<file path="src/simd_long_wide_narrow_alu_unit_defines.svh">
// Assertion macros for the SIMD long/wide/narrow ALU.
`ifndef SIMD_LONG_WIDE_NARROW_ALU_UNIT_DEFINES_SVH
`define SIMD_LONG_WIDE_NARROW_ALU_UNIT_DEFINES_SVH
`ifndef NO_ASSERTIONS
`define SLWN_ASSERT(lbl, prop, msg) \
    lbl: assert property (@(posedge clk) disable iff (!rst_n) prop) else $error(msg);
`define SLWN_NEVER(lbl, expr, msg) \
    lbl: assert property (@(posedge clk) disable iff (!rst_n) !(expr)) else $error(msg);
`else
`define SLWN_ASSERT(lbl, prop, msg)
`define SLWN_NEVER(lbl, expr, msg)
`endif
`endif

</file>
<file path="src/slwn_pkg.sv">
// Shared operation codes and control types for the SIMD long/wide/narrow ALU.
`timescale 1ns / 1ps
package slwn_pkg;
    localparam logic [4:0] OP_ADDL   = 5'd0;
    localparam logic [4:0] OP_ADDW   = 5'd1;
    localparam logic [4:0] OP_SUBL   = 5'd2;
    localparam logic [4:0] OP_SUBW   = 5'd3;
    localparam logic [4:0] OP_ADDHN  = 5'd4;
    localparam logic [4:0] OP_RADDHN = 5'd5;
    localparam logic [4:0] OP_SUBHN  = 5'd6;
    localparam logic [4:0] OP_RSUBHN = 5'd7;
    localparam logic [4:0] OP_ABDL   = 5'd8;
    localparam logic [4:0] OP_ABAL   = 5'd9;
    localparam logic [4:0] OP_MULL   = 5'd10;
    localparam logic [4:0] OP_MLAL   = 5'd11;
    localparam logic [4:0] OP_MLSL   = 5'd12;
    localparam logic [4:0] OP_PMULL  = 5'd13;
    localparam logic [4:0] OP_QDMULL = 5'd14;
    localparam logic [4:0] OP_QDMLAL = 5'd15;
    localparam logic [4:0] OP_QDMLSL = 5'd16;

    localparam logic [1:0] ES_8  = 2'd0;
    localparam logic [1:0] ES_16 = 2'd1;
    localparam logic [1:0] ES_32 = 2'd2;

    typedef struct packed {
        logic [4:0] op;
        logic [1:0] es;
    } ctrl_t;
endpackage

</file>
<file path="src/slwn_lane.sv">
// One narrow lane: operand prep and multiply in stage one, accumulate and clip in stage two.
`timescale 1ns / 1ps
module slwn_lane #(
    parameter int LW = 8
) (
    input  logic            clk,
    input  logic            en,
    input  logic [4:0]      op,
    input  logic            un,
    input  logic [LW-1:0]   x,
    input  logic [LW-1:0]   y,
    input  logic [2*LW-1:0] a_wide,
    input  logic [2*LW-1:0] b_wide,
    input  logic [2*LW-1:0] acc,
    output logic [2*LW-1:0] res,
    output logic            sat
);
    import slwn_pkg::*;

    localparam int DW = 2 * LW;

    logic [4:0]    op_reg;
    logic [DW-1:0] val_reg, val_next;
    logic [DW-1:0] acc_reg;
    logic          psat_reg, psat_next;

    logic              sgn;
    logic [DW-1:0]     ext_x, ext_y, a_sel, hsum;
    logic signed [LW:0]   xe, ye;
    logic signed [LW+1:0] dif;
    logic [LW+1:0]        adif;
    logic signed [DW+1:0] prod;
    logic [DW-1:0]        pm;
    logic [DW-1:0]        sb;
    logic                 both_min;

    always_comb
    begin
        sgn      = (op >= OP_QDMULL) ? 1'b1 : !un;
        ext_x    = {{LW{sgn & x[LW-1]}}, x};
        ext_y    = {{LW{sgn & y[LW-1]}}, y};
        xe       = $signed({sgn & x[LW-1], x});
        ye       = $signed({sgn & y[LW-1], y});
        dif      = xe - ye;
        adif     = dif[LW+1] ? LW'(0) - dif : dif;
        prod     = xe * ye;
        sb       = DW'(1) << (DW - 1);
        both_min = (x == (LW'(1) << (LW - 1))) && (y == (LW'(1) << (LW - 1)));
        pm       = '0;
        for (int i = 0; i < LW; i++)
        begin
            if (x[i])
                pm = pm ^ (DW'(y) << i);
        end
        a_sel = (op == OP_ADDW || op == OP_SUBW) ? a_wide : ext_x;
        hsum  = (op >= OP_SUBHN) ? a_wide - b_wide : a_wide + b_wide;
        if (op == OP_RADDHN || op == OP_RSUBHN)
            hsum = hsum + (DW'(1) << (LW - 1));
        psat_next = 1'b0;
        case (op)
            OP_ADDL, OP_ADDW:                 val_next = a_sel + ext_y;
            OP_SUBL, OP_SUBW:                 val_next = a_sel - ext_y;
            OP_ADDHN, OP_RADDHN, OP_SUBHN, OP_RSUBHN:
                                              val_next = {LW'(0), hsum[DW-1:LW]};
            OP_ABDL, OP_ABAL:                 val_next = DW'(adif[LW:0]);
            OP_MULL, OP_MLAL, OP_MLSL:        val_next = prod[DW-1:0];
            OP_PMULL:                         val_next = pm;
            OP_QDMULL, OP_QDMLAL, OP_QDMLSL:
            begin
                if (both_min)
                begin
                    val_next  = sb - DW'(1);
                    psat_next = 1'b1;
                end
                else
                begin
                    val_next = {prod[DW-2:0], 1'b0};
                end
            end
            default:                          val_next = '0;
        endcase
    end

    always_ff @(posedge clk)
    begin
        if (en)
        begin
            op_reg   <= op;
            val_reg  <= val_next;
            acc_reg  <= acc;
            psat_reg <= psat_next;
        end
    end

    logic [DW-1:0] c;
    logic          ovf;

    always_comb
    begin
        c   = (op_reg == OP_QDMLSL) ? acc_reg - val_reg : acc_reg + val_reg;
        ovf = (op_reg == OP_QDMLSL)
            ? (acc_reg[DW-1] != val_reg[DW-1]) && (c[DW-1] != acc_reg[DW-1])
            : (acc_reg[DW-1] == val_reg[DW-1]) && (c[DW-1] != acc_reg[DW-1]);
        res = val_reg;
        sat = 1'b0;
        case (op_reg)
            OP_ABAL, OP_MLAL: res = acc_reg + val_reg;
            OP_MLSL:          res = acc_reg - val_reg;
            OP_QDMULL:        sat = psat_reg;
            OP_QDMLAL, OP_QDMLSL:
            begin
                sat = psat_reg | ovf;
                if (ovf)
                    res = acc_reg[DW-1] ? sb : sb - DW'(1);
                else
                    res = c;
            end
            default:          res = val_reg;
        endcase
    end
endmodule

</file>
<file path="config.mk">
export PLATFORM = sky130hd
export DESIGN_NAME = slwn_lane
export DESIGN_NICKNAME = d
export VERILOG_FILES = /design/src/simd_long_wide_narrow_alu_unit_defines.svh /design/src/slwn_pkg.sv /design/src/slwn_lane.sv
export SDC_FILE = /design/constraint.sdc
export NUM_CORES = 1
export LEC_CHECK = 0
export BUFFER_PORTS_ARGS = -buffer_cell sky130_fd_sc_hd__buf_2
export CORE_UTILIZATION = 50
export CTS_BUF_LIST = sky130_fd_sc_hd__clkbuf_4
export CTS_CLUSTER_SIZE = 20
export DETAILED_ROUTE_END_ITERATION = 12
export PLACE_DENSITY = 0.69
export SLEW_MARGIN = 0
export SYNTH_ARGS = -nofsm -noshare
export SYNTH_HDL_FRONTEND = slang
export SYNTH_SLANG_ARGS = --single-unit
export TNS_END_PERCENT = 10
</file>
<file path="constraint.sdc">
create_clock -name clk -period 7.91 [get_ports clk]
set_clock_uncertainty 0.2 [all_clocks]
set_input_delay 0 -clock clk [delete_from_list [all_inputs] [get_ports clk]]
set_output_delay 0 -clock clk [all_outputs]
set_load 0.03 [all_outputs]
</file>
==> results of run 1 <==
==> final timing paths <==
check | from | endpoint | slack (ns) | cells past startpoint
hold / removal | en | acc_reg[9]$_DFFE_PP_ | 0.11 | 1
setup / recovery | op[2] | val_reg[13]$_DFFE_PP_ | 1.69 | 22
==> cell usage in the layout (no fill, tap or decap), types with 31 or more instances in the layout <==
| master | Yosys | layout |
|---|---|---|
| ha_1 | 112 | 112 |
| inv_1 | 129 | 129 |
| edfxtp_1 | 38 | 38 |
| xor2_1 | 36 | 36 |
| a21oi_1 | 69 | 69 |
| nor3_1 | 31 | 31 |
| nor2_1 | 103 | 103 |
| fa_1 | 67 | 67 |
| nand2_1 | 95 | 95 |
| and2_1 | 35 | 35 |
| buf_2 | 7 | 88 |
| xnor2_1 | 104 | 104 |
| o21ai_0 | 56 | 56 |
==> layout make-up <==
cell class                 instances  area share, %
inverter                         130           4.46
timing repair buffer             114           6.28
clock inverter                     3          0.411
multi-input combinational       1026           75.0
sequential                        38           10.4
tap                              265           3.03
clock buffer                       5          0.343
antenna                            1         0.0228
==> cells in the mapped netlist (all sizes together), types with 11 or more instances <==
cell,number
a211oi,23
a21o,18
a21oi,69
and2,35
buf,12
clkbuf,38
edfxtp,38
fa,67
ha,112
inv,130
mux2i,12
nand2,95
nand2b,19
nand3,18
nor2,103
nor2b,18
nor3,32
o211ai,11
o21ai,62
xnor2,104
xor2,36
==> report_power, final <==
part           leakage [nW]  switching [W]  total [W]  internal (W)
logic                  4.36        0.00109    0.00190      0.000805
registers             0.369      0.0000423   0.000308      0.000266
clock network        0.0374      0.0000790   0.000145     0.0000662
total                  4.76        0.00121    0.00235       0.00114
==> cells by family after synthesis <==
group                      count (synthesis)  share of synthesized area (%)
buffers and inverters                    180                           6.85
xor gates and xnor gates                 140                           12.2
muxes                                     23                           2.54
DFF                                       38                           11.4
AOI/OAI and AO/OA                        307                           21.4
and+or+nand+nor                          377                           18.4
adders and majority gates                179                           27.3
==> metrics by stage <==
stage / power (W) / instances / util (%) / hold WS, ns / worst slack (ns)
after detailed placement: 0.00217 / 1552 / 54.4 / -0.0216 / 1.86
after CTS: 0.00234 / 1581 / 55.9 / 0.0809 / 1.76
final: 0.00235 / 1582 / 55.9 / 0.106 / 1.69
after floorplan: 0.00177 / 1244 / - / -0.101 / 2.50
after global routing: 0.00259 / 1581 / 55.9 / 0.114 / 1.24
after global placement: 0.00214 / 1552 / 54.4 / -0.0233 / 2.01
==> routing by layer <==
| layer | global-route usage (%) | share of wire (%) |
|---|---|---|
| met3 | 2.73 | 6.9 |
| met4 | 8.17 | 2.3 |
| met2 | 48.8 | 46 |
| met5 | 0 | 0.045 |
| met1 | 38.8 | 44 |
==> results.ini, run 1 <==
[run_status]
status = finished, final reports clean

[grt]
grt_pass1_wl_mm = 46.3
antenna_found_initial = 1
first_global_vias = 9001
grt_max_degree = 39
overflow = 0
grtUsageTotal_pct = 28.8

[clock_network]
post-cts-setup-buffers = 0
clk_pin_slew_ns = 0.14
htreeDepth = 2
cts_hold_repair.buffers = 21
clockBufferDepth = 2
ctsResizeCount = 0
cts_tree = done
cts.sinks = 38
cts_root_buf = clkbuf_4
cts_buffers = 5

[synth]
post-synth-top-area-cell = ha_1
netlist.area_leader.share_pct = 13.9
ys_types = 81
synth_edf_count = 38
synth_ff_type = edfxtp_1
syn_area_per_cell_sq_um = 8.08
async_reset_ff_share_pct = 0
synth.area.top_cells = ha_1 (14%), fa_1 (13%), edfxtp_1 (11%)
ys_seq_area_share_pct = 11.4
yosysWarnings = 0
syn-instance-count = 1244
synthesis.area_sq_um = 10000
yosys_register_bits = 38
syn_nets = 1495

[layout]
ff_latch_area_sq_um = 1140
drive_gt1_share_pct = 9.95
nFillCells = 1868
syn2layout_area_growth_pct = 9.00
multi_input_area_sq_um = 8220
nets = 1566
stdcell_area_sq_um = 11000

[worst_setup_path]
slowest_stage = nand3b_1
crit_fanout = 15
critPathRequiredTime_ns = 7.85
crit_family = adder cells
max_stage_delay_ns = 0.62
path_cells = dlygate4sd3_1 -> buf_2 -> nand3_1 -> nand3b_1 -> nand3_1 -> fa_1 -> fa_1 -> inv_1 -> fa_1 -> fa_1 -> inv_1 -> fa_1 -> inv_1 -> ha_1 -> o21ai_0 -> a21boi_0 -> o21ai_0 -> a21oi_1 -> xnor2_1 -> nor2_1 -> a221oi_1 -> o211ai_1
cp-start-kind = primary input
path_common_cell = fa_1
end_kind = flip-flop
worstPathArrival_ns = 6.16
critPathKind = primary input to flip-flop
crit_buf_inv = 5

[route]
wl_per_cell_um = 18.1
ant_nets = 0
vias_per_cell = 5.89
vias = 9325
drc = 0
drt-initial-drc-count = 638
dr.pass1.iters = 6
drt-total-wl_mm = 28.7

[floorplan]
pin_count = 89
die_x_um = 144
core-area_sq_um = 19600
row_count = 51
start_util_pct = 51.3
die_h_um = 144
die_area_sq_um = 20700

[worst_hold_path]
min_path_type = primary input to flip-flop

[power_and_ir_drop]
power_density_nw_per_um2 = 215
leakage_nw = 4.76
ir_drop_mv = 0.164

[sta]
fmax_mhz = 161
maxSlewViolCount = 0
finalHoldViolCount = 0
finalCritPeriodShare_pct = 78.6
finalSetupViolCount = 0
tns_ns = 0
tightest_slew_ns = 0.941
relSlewSlack_pct = 37.3
fin_crit_ns = 6.22
rsz0062_at_grt = no

[placed_design]
portBuffers = 88
gp_congestion = 0.947
dp_hpwl_mm = 22.4
place_area_sq_um = 10700

[flow_run]
drv_cap = 0

No activity file was read; power rests on OpenSTA's default activity.
==> run 2, diff against run 1 <==
Settings changed: PLACE_DENSITY 0.69 to 0.71.
Clock period 7.91 ns to 5.4 ns, I/O delays scaled along.
==> run 2 against run 1 <==
  * Worst hold slack worse by 0.045 ns
  * Worst setup slack worse by 1.2 ns
  * Utilization rose by 0.84 points
  * Sequential share of layout area is 0.15 points lower
  * Largest cell class unchanged
  * Clock-buffer cell count did not move
  * Final cell count is 1.1% higher
  * First-iteration DRC count rose by 14%
  * Non-clock buffer count increased by 19
  * Clock power rose by 76%
  * Combinational power grew 51%
  * Design area increased by 1.5%
==> results.ini, run 2 (same netlist as run 1, synthesis figures left out) <==
[power_and_ir_drop]
p_clk_share_pct = 7.1  ; was 6.2%
leakage_nw = 4.87  ; was 4.76 nW
total_power_w = 0.00356  ; was 0.00235 W
internal_power_w = 0.00173  ; was 0.00114 W
ir_drop_mv = 0.237  ; was 0.164 mV
power_density_nw_per_um2 = 321  ; was 215 nW/um^2
power_frac_comb_pct = 80.5  ; was 80.7%
swShare_pct = 51.3  ; was 51.6%
switching_power_w = 0.00183  ; was 0.00121 W
seq_power_share_pct = 12.4  ; was 13.1%

[layout]
stdcell_area_sq_um = 11100  ; was 11000 sq um
nets = 1585  ; was 1566
drive_gt1_share_pct = 11.2  ; was 9.95%
n_antenna_cell = 0  ; was 1
mostFrequentLayoutCells = inv_1 (129), ha_1 (112), xnor2_1 (104), nor2_1 (103), nand2_1 (95)  ; unchanged
final_common_cell = inv_1  ; unchanged
syn2layout_area_growth_pct = 10.6  ; was 9.00%

[grt]
grtUsageTotal_pct = 28.7  ; was 28.8%
grt_max_degree = 39  ; unchanged
antenna_found_initial = 2  ; was 1
grt_pass1_wl_mm = 46.0  ; was 46.3 mm
first_global_vias = 9030  ; was 9001
overflow = 0  ; unchanged

[route]
vias_per_cell = 5.94  ; was 5.89
drc = 0  ; unchanged
wl_per_cell_um = 18.2  ; was 18.1 um
dr.pass1.iters = 7  ; was 6
ant_nets = 0  ; unchanged
drt-total-wl_mm = 29.2  ; was 28.7 mm
drt-initial-drc-count = 727  ; was 638
vias = 9510  ; was 9325

[worst_setup_path]
worstPathArrival_ns = 4.88  ; was 6.16 ns
path_cells = buf_2 -> dlygate4sd3_1 -> buf_4 -> nor2_1 -> nand2_1 -> nor2_1 -> xnor2_1 -> ha_1 -> a211oi_1 -> nor2_1 -> a311oi_1 -> and2b_1 -> nor2_1 -> xnor2_1 -> ha_1 -> o2111ai_1 -> o41a_1 -> a221oi_1 -> a211oi_1 -> nand3b_1  ; was dlygate4sd3_1 -> buf_2 -> nand3_1 -> nand3b_1 -> nand3_1 -> fa_1 -> fa_1 -> inv_1 -> fa_1 -> fa_1 -> inv_1 -> fa_1 -> inv_1 -> ha_1 -> o21ai_0 -> a21boi_0 -> o21ai_0 -> a21oi_1 -> xnor2_1 -> nor2_1 -> a221oi_1 -> o211ai_1
end_kind = flip-flop  ; unchanged
cp-start-kind = primary input  ; unchanged
slowest_stage = dlygate4sd3_1  ; was nand3b_1
path_common_cell = nor2_1  ; was fa_1
critPathKind = primary input to flip-flop  ; unchanged
max_stage_delay_ns = 0.55  ; was 0.62 ns
critPathRequiredTime_ns = 5.34  ; was 7.85 ns
crit_fanout = 9  ; was 15

[flow_run]
drv_cap = 0  ; unchanged

[floorplan]
pin_count = 89  ; unchanged
die_area_sq_um = 20700  ; unchanged
die_h_um = 144  ; unchanged
die_x_um = 144  ; unchanged
row_count = 51  ; unchanged
core-area_sq_um = 19600  ; unchanged
start_util_pct = 51.3  ; unchanged

[clock_network]
clockBufferDepth = 2  ; unchanged
cts.sinks = 38  ; unchanged
cts_tree = done  ; unchanged
cts_buffers = 5  ; unchanged
cts_root_buf = clkbuf_4  ; unchanged
clk_pin_slew_ns = 0.14  ; about the same
htreeDepth = 2  ; unchanged

[worst_hold_path]
hold_start = en  ; unchanged
holdPathStages = 1  ; unchanged
min_path_type = primary input to flip-flop  ; unchanged
whs_endpoint = acc_reg[6]$_DFFE_PP_  ; was acc_reg[9]$_DFFE_PP_

[placed_design]
gp_congestion = 1.01  ; was 0.947
portBuffers = 88  ; unchanged
place_area_sq_um = 10800  ; was 10700 sq um
dp_hpwl_mm = 23.5  ; was 22.4 mm

[run_status]
status = finished, final reports clean  ; unchanged

[sta]
rsz0062_at_grt = no  ; unchanged
fin_crit_ns = 4.94
finalCritPeriodShare_pct = 91.6
whs_ns = 0.0613  ; was 0.106 ns
finalHoldViolCount = 0  ; unchanged
tightest_slew_ns = 0.885  ; was 0.941 ns
relSlewSlack_pct = 41.0  ; was 37.3%
tns_ns = 0  ; unchanged
finalSetupViolCount = 0  ; unchanged
maxSlewViolCount = 0  ; unchanged
fmax_mhz = 202

-- run 2: cell types whose count changed in the layout (fill, tap and decap cells not counted), sizes merged --
| cell | before | now |
|---|---|---|
| buf | 93 | 112 |
| clkinvlp | 2 | 0 |
| bufinv | 1 | 2 |
| clkinv | 0 | 1 |
| diode | 1 | 0 |
-- run 2: per-layer routing --
layer / up-vias / global-route usage [%] / routed length, um
li1: 4558 / - / -
met1: 4485 / 38.3 / 12600
met2: 412 / 47.7 / 13300
met3: 55 / 4.13 / 2480
met4: 0 / 9.24 / 835
met5: - / 0 / 0
-- run 2: layout make-up --
cell class | instances | area, sq um
clock inverters | 3 | 68.8
inverters | 130 | 488
well taps | 265 | 332
fillers | 1837 | 8470
repair buffers | 133 | 831
clock buffers | 5 | 37.5
flip-flops and latches | 38 | 1140
multi-input cells | 1026 | 8220
-- run 2: power groups by stage --
stage	clock (W)	sequential, W	combinational (W)
finish	0.000255	0.000441	0.00287
CTS	0.000256	0.000438	0.00283
global route	0.000268	0.000445	0.00319
floorplan	0	0.000418	0.00217
detailed placement	0	0.000445	0.00280
global placement	0	0.000444	0.00276
-- run 2: worst max path at each step --
stage / endpoint / slack [ns] / startpoint / cells after the start
2_1_floorplan: val_reg[14]$_DFFE_PP_ / 0.08 / op[1] / 21
3_3_place_gp: val_reg[14]$_DFFE_PP_ / 0.17 / op[3] / 21
3_5_place_dp: val_reg[14]$_DFFE_PP_ / 0.09 / op[3] / 21
4_1_cts: val_reg[14]$_DFFE_PP_ / 0.48 / op[3] / 21
5_1_grt: val_reg[7]$_DFFE_PP_ / 0.08 / op[4] / 20
6_report: val_reg[7]$_DFFE_PP_ / 0.46 / op[4] / 20
-- run 2: per-stage QoR --
step	util, %	setup slack, ns	cells
floorplan	-	0.0796	1244
global placement	55.1	0.169	1571
detailed placement	55.1	0.0865	1571
CTS	56.7	0.483	1600
global route	56.7	0.0805	1600
finish	56.7	0.455	1600
-- run 2: worst max-delay path, delay by kind of cell --
kind,cells,cell delay [ns]
AOI/OAI and AO/OA,6,1.83
xor gates and xnor gates,2,0.28
adders and majority gates,2,0.47
buffers and inverters,3,0.82
and+or+nand+nor,7,1.46
-- run 2: timing repair --
item	4_1_cts	5_1_grt
setup buffers	0	0
resized for setup	0	0
hold buffers	21	0
hold endpoints to repair	21	0
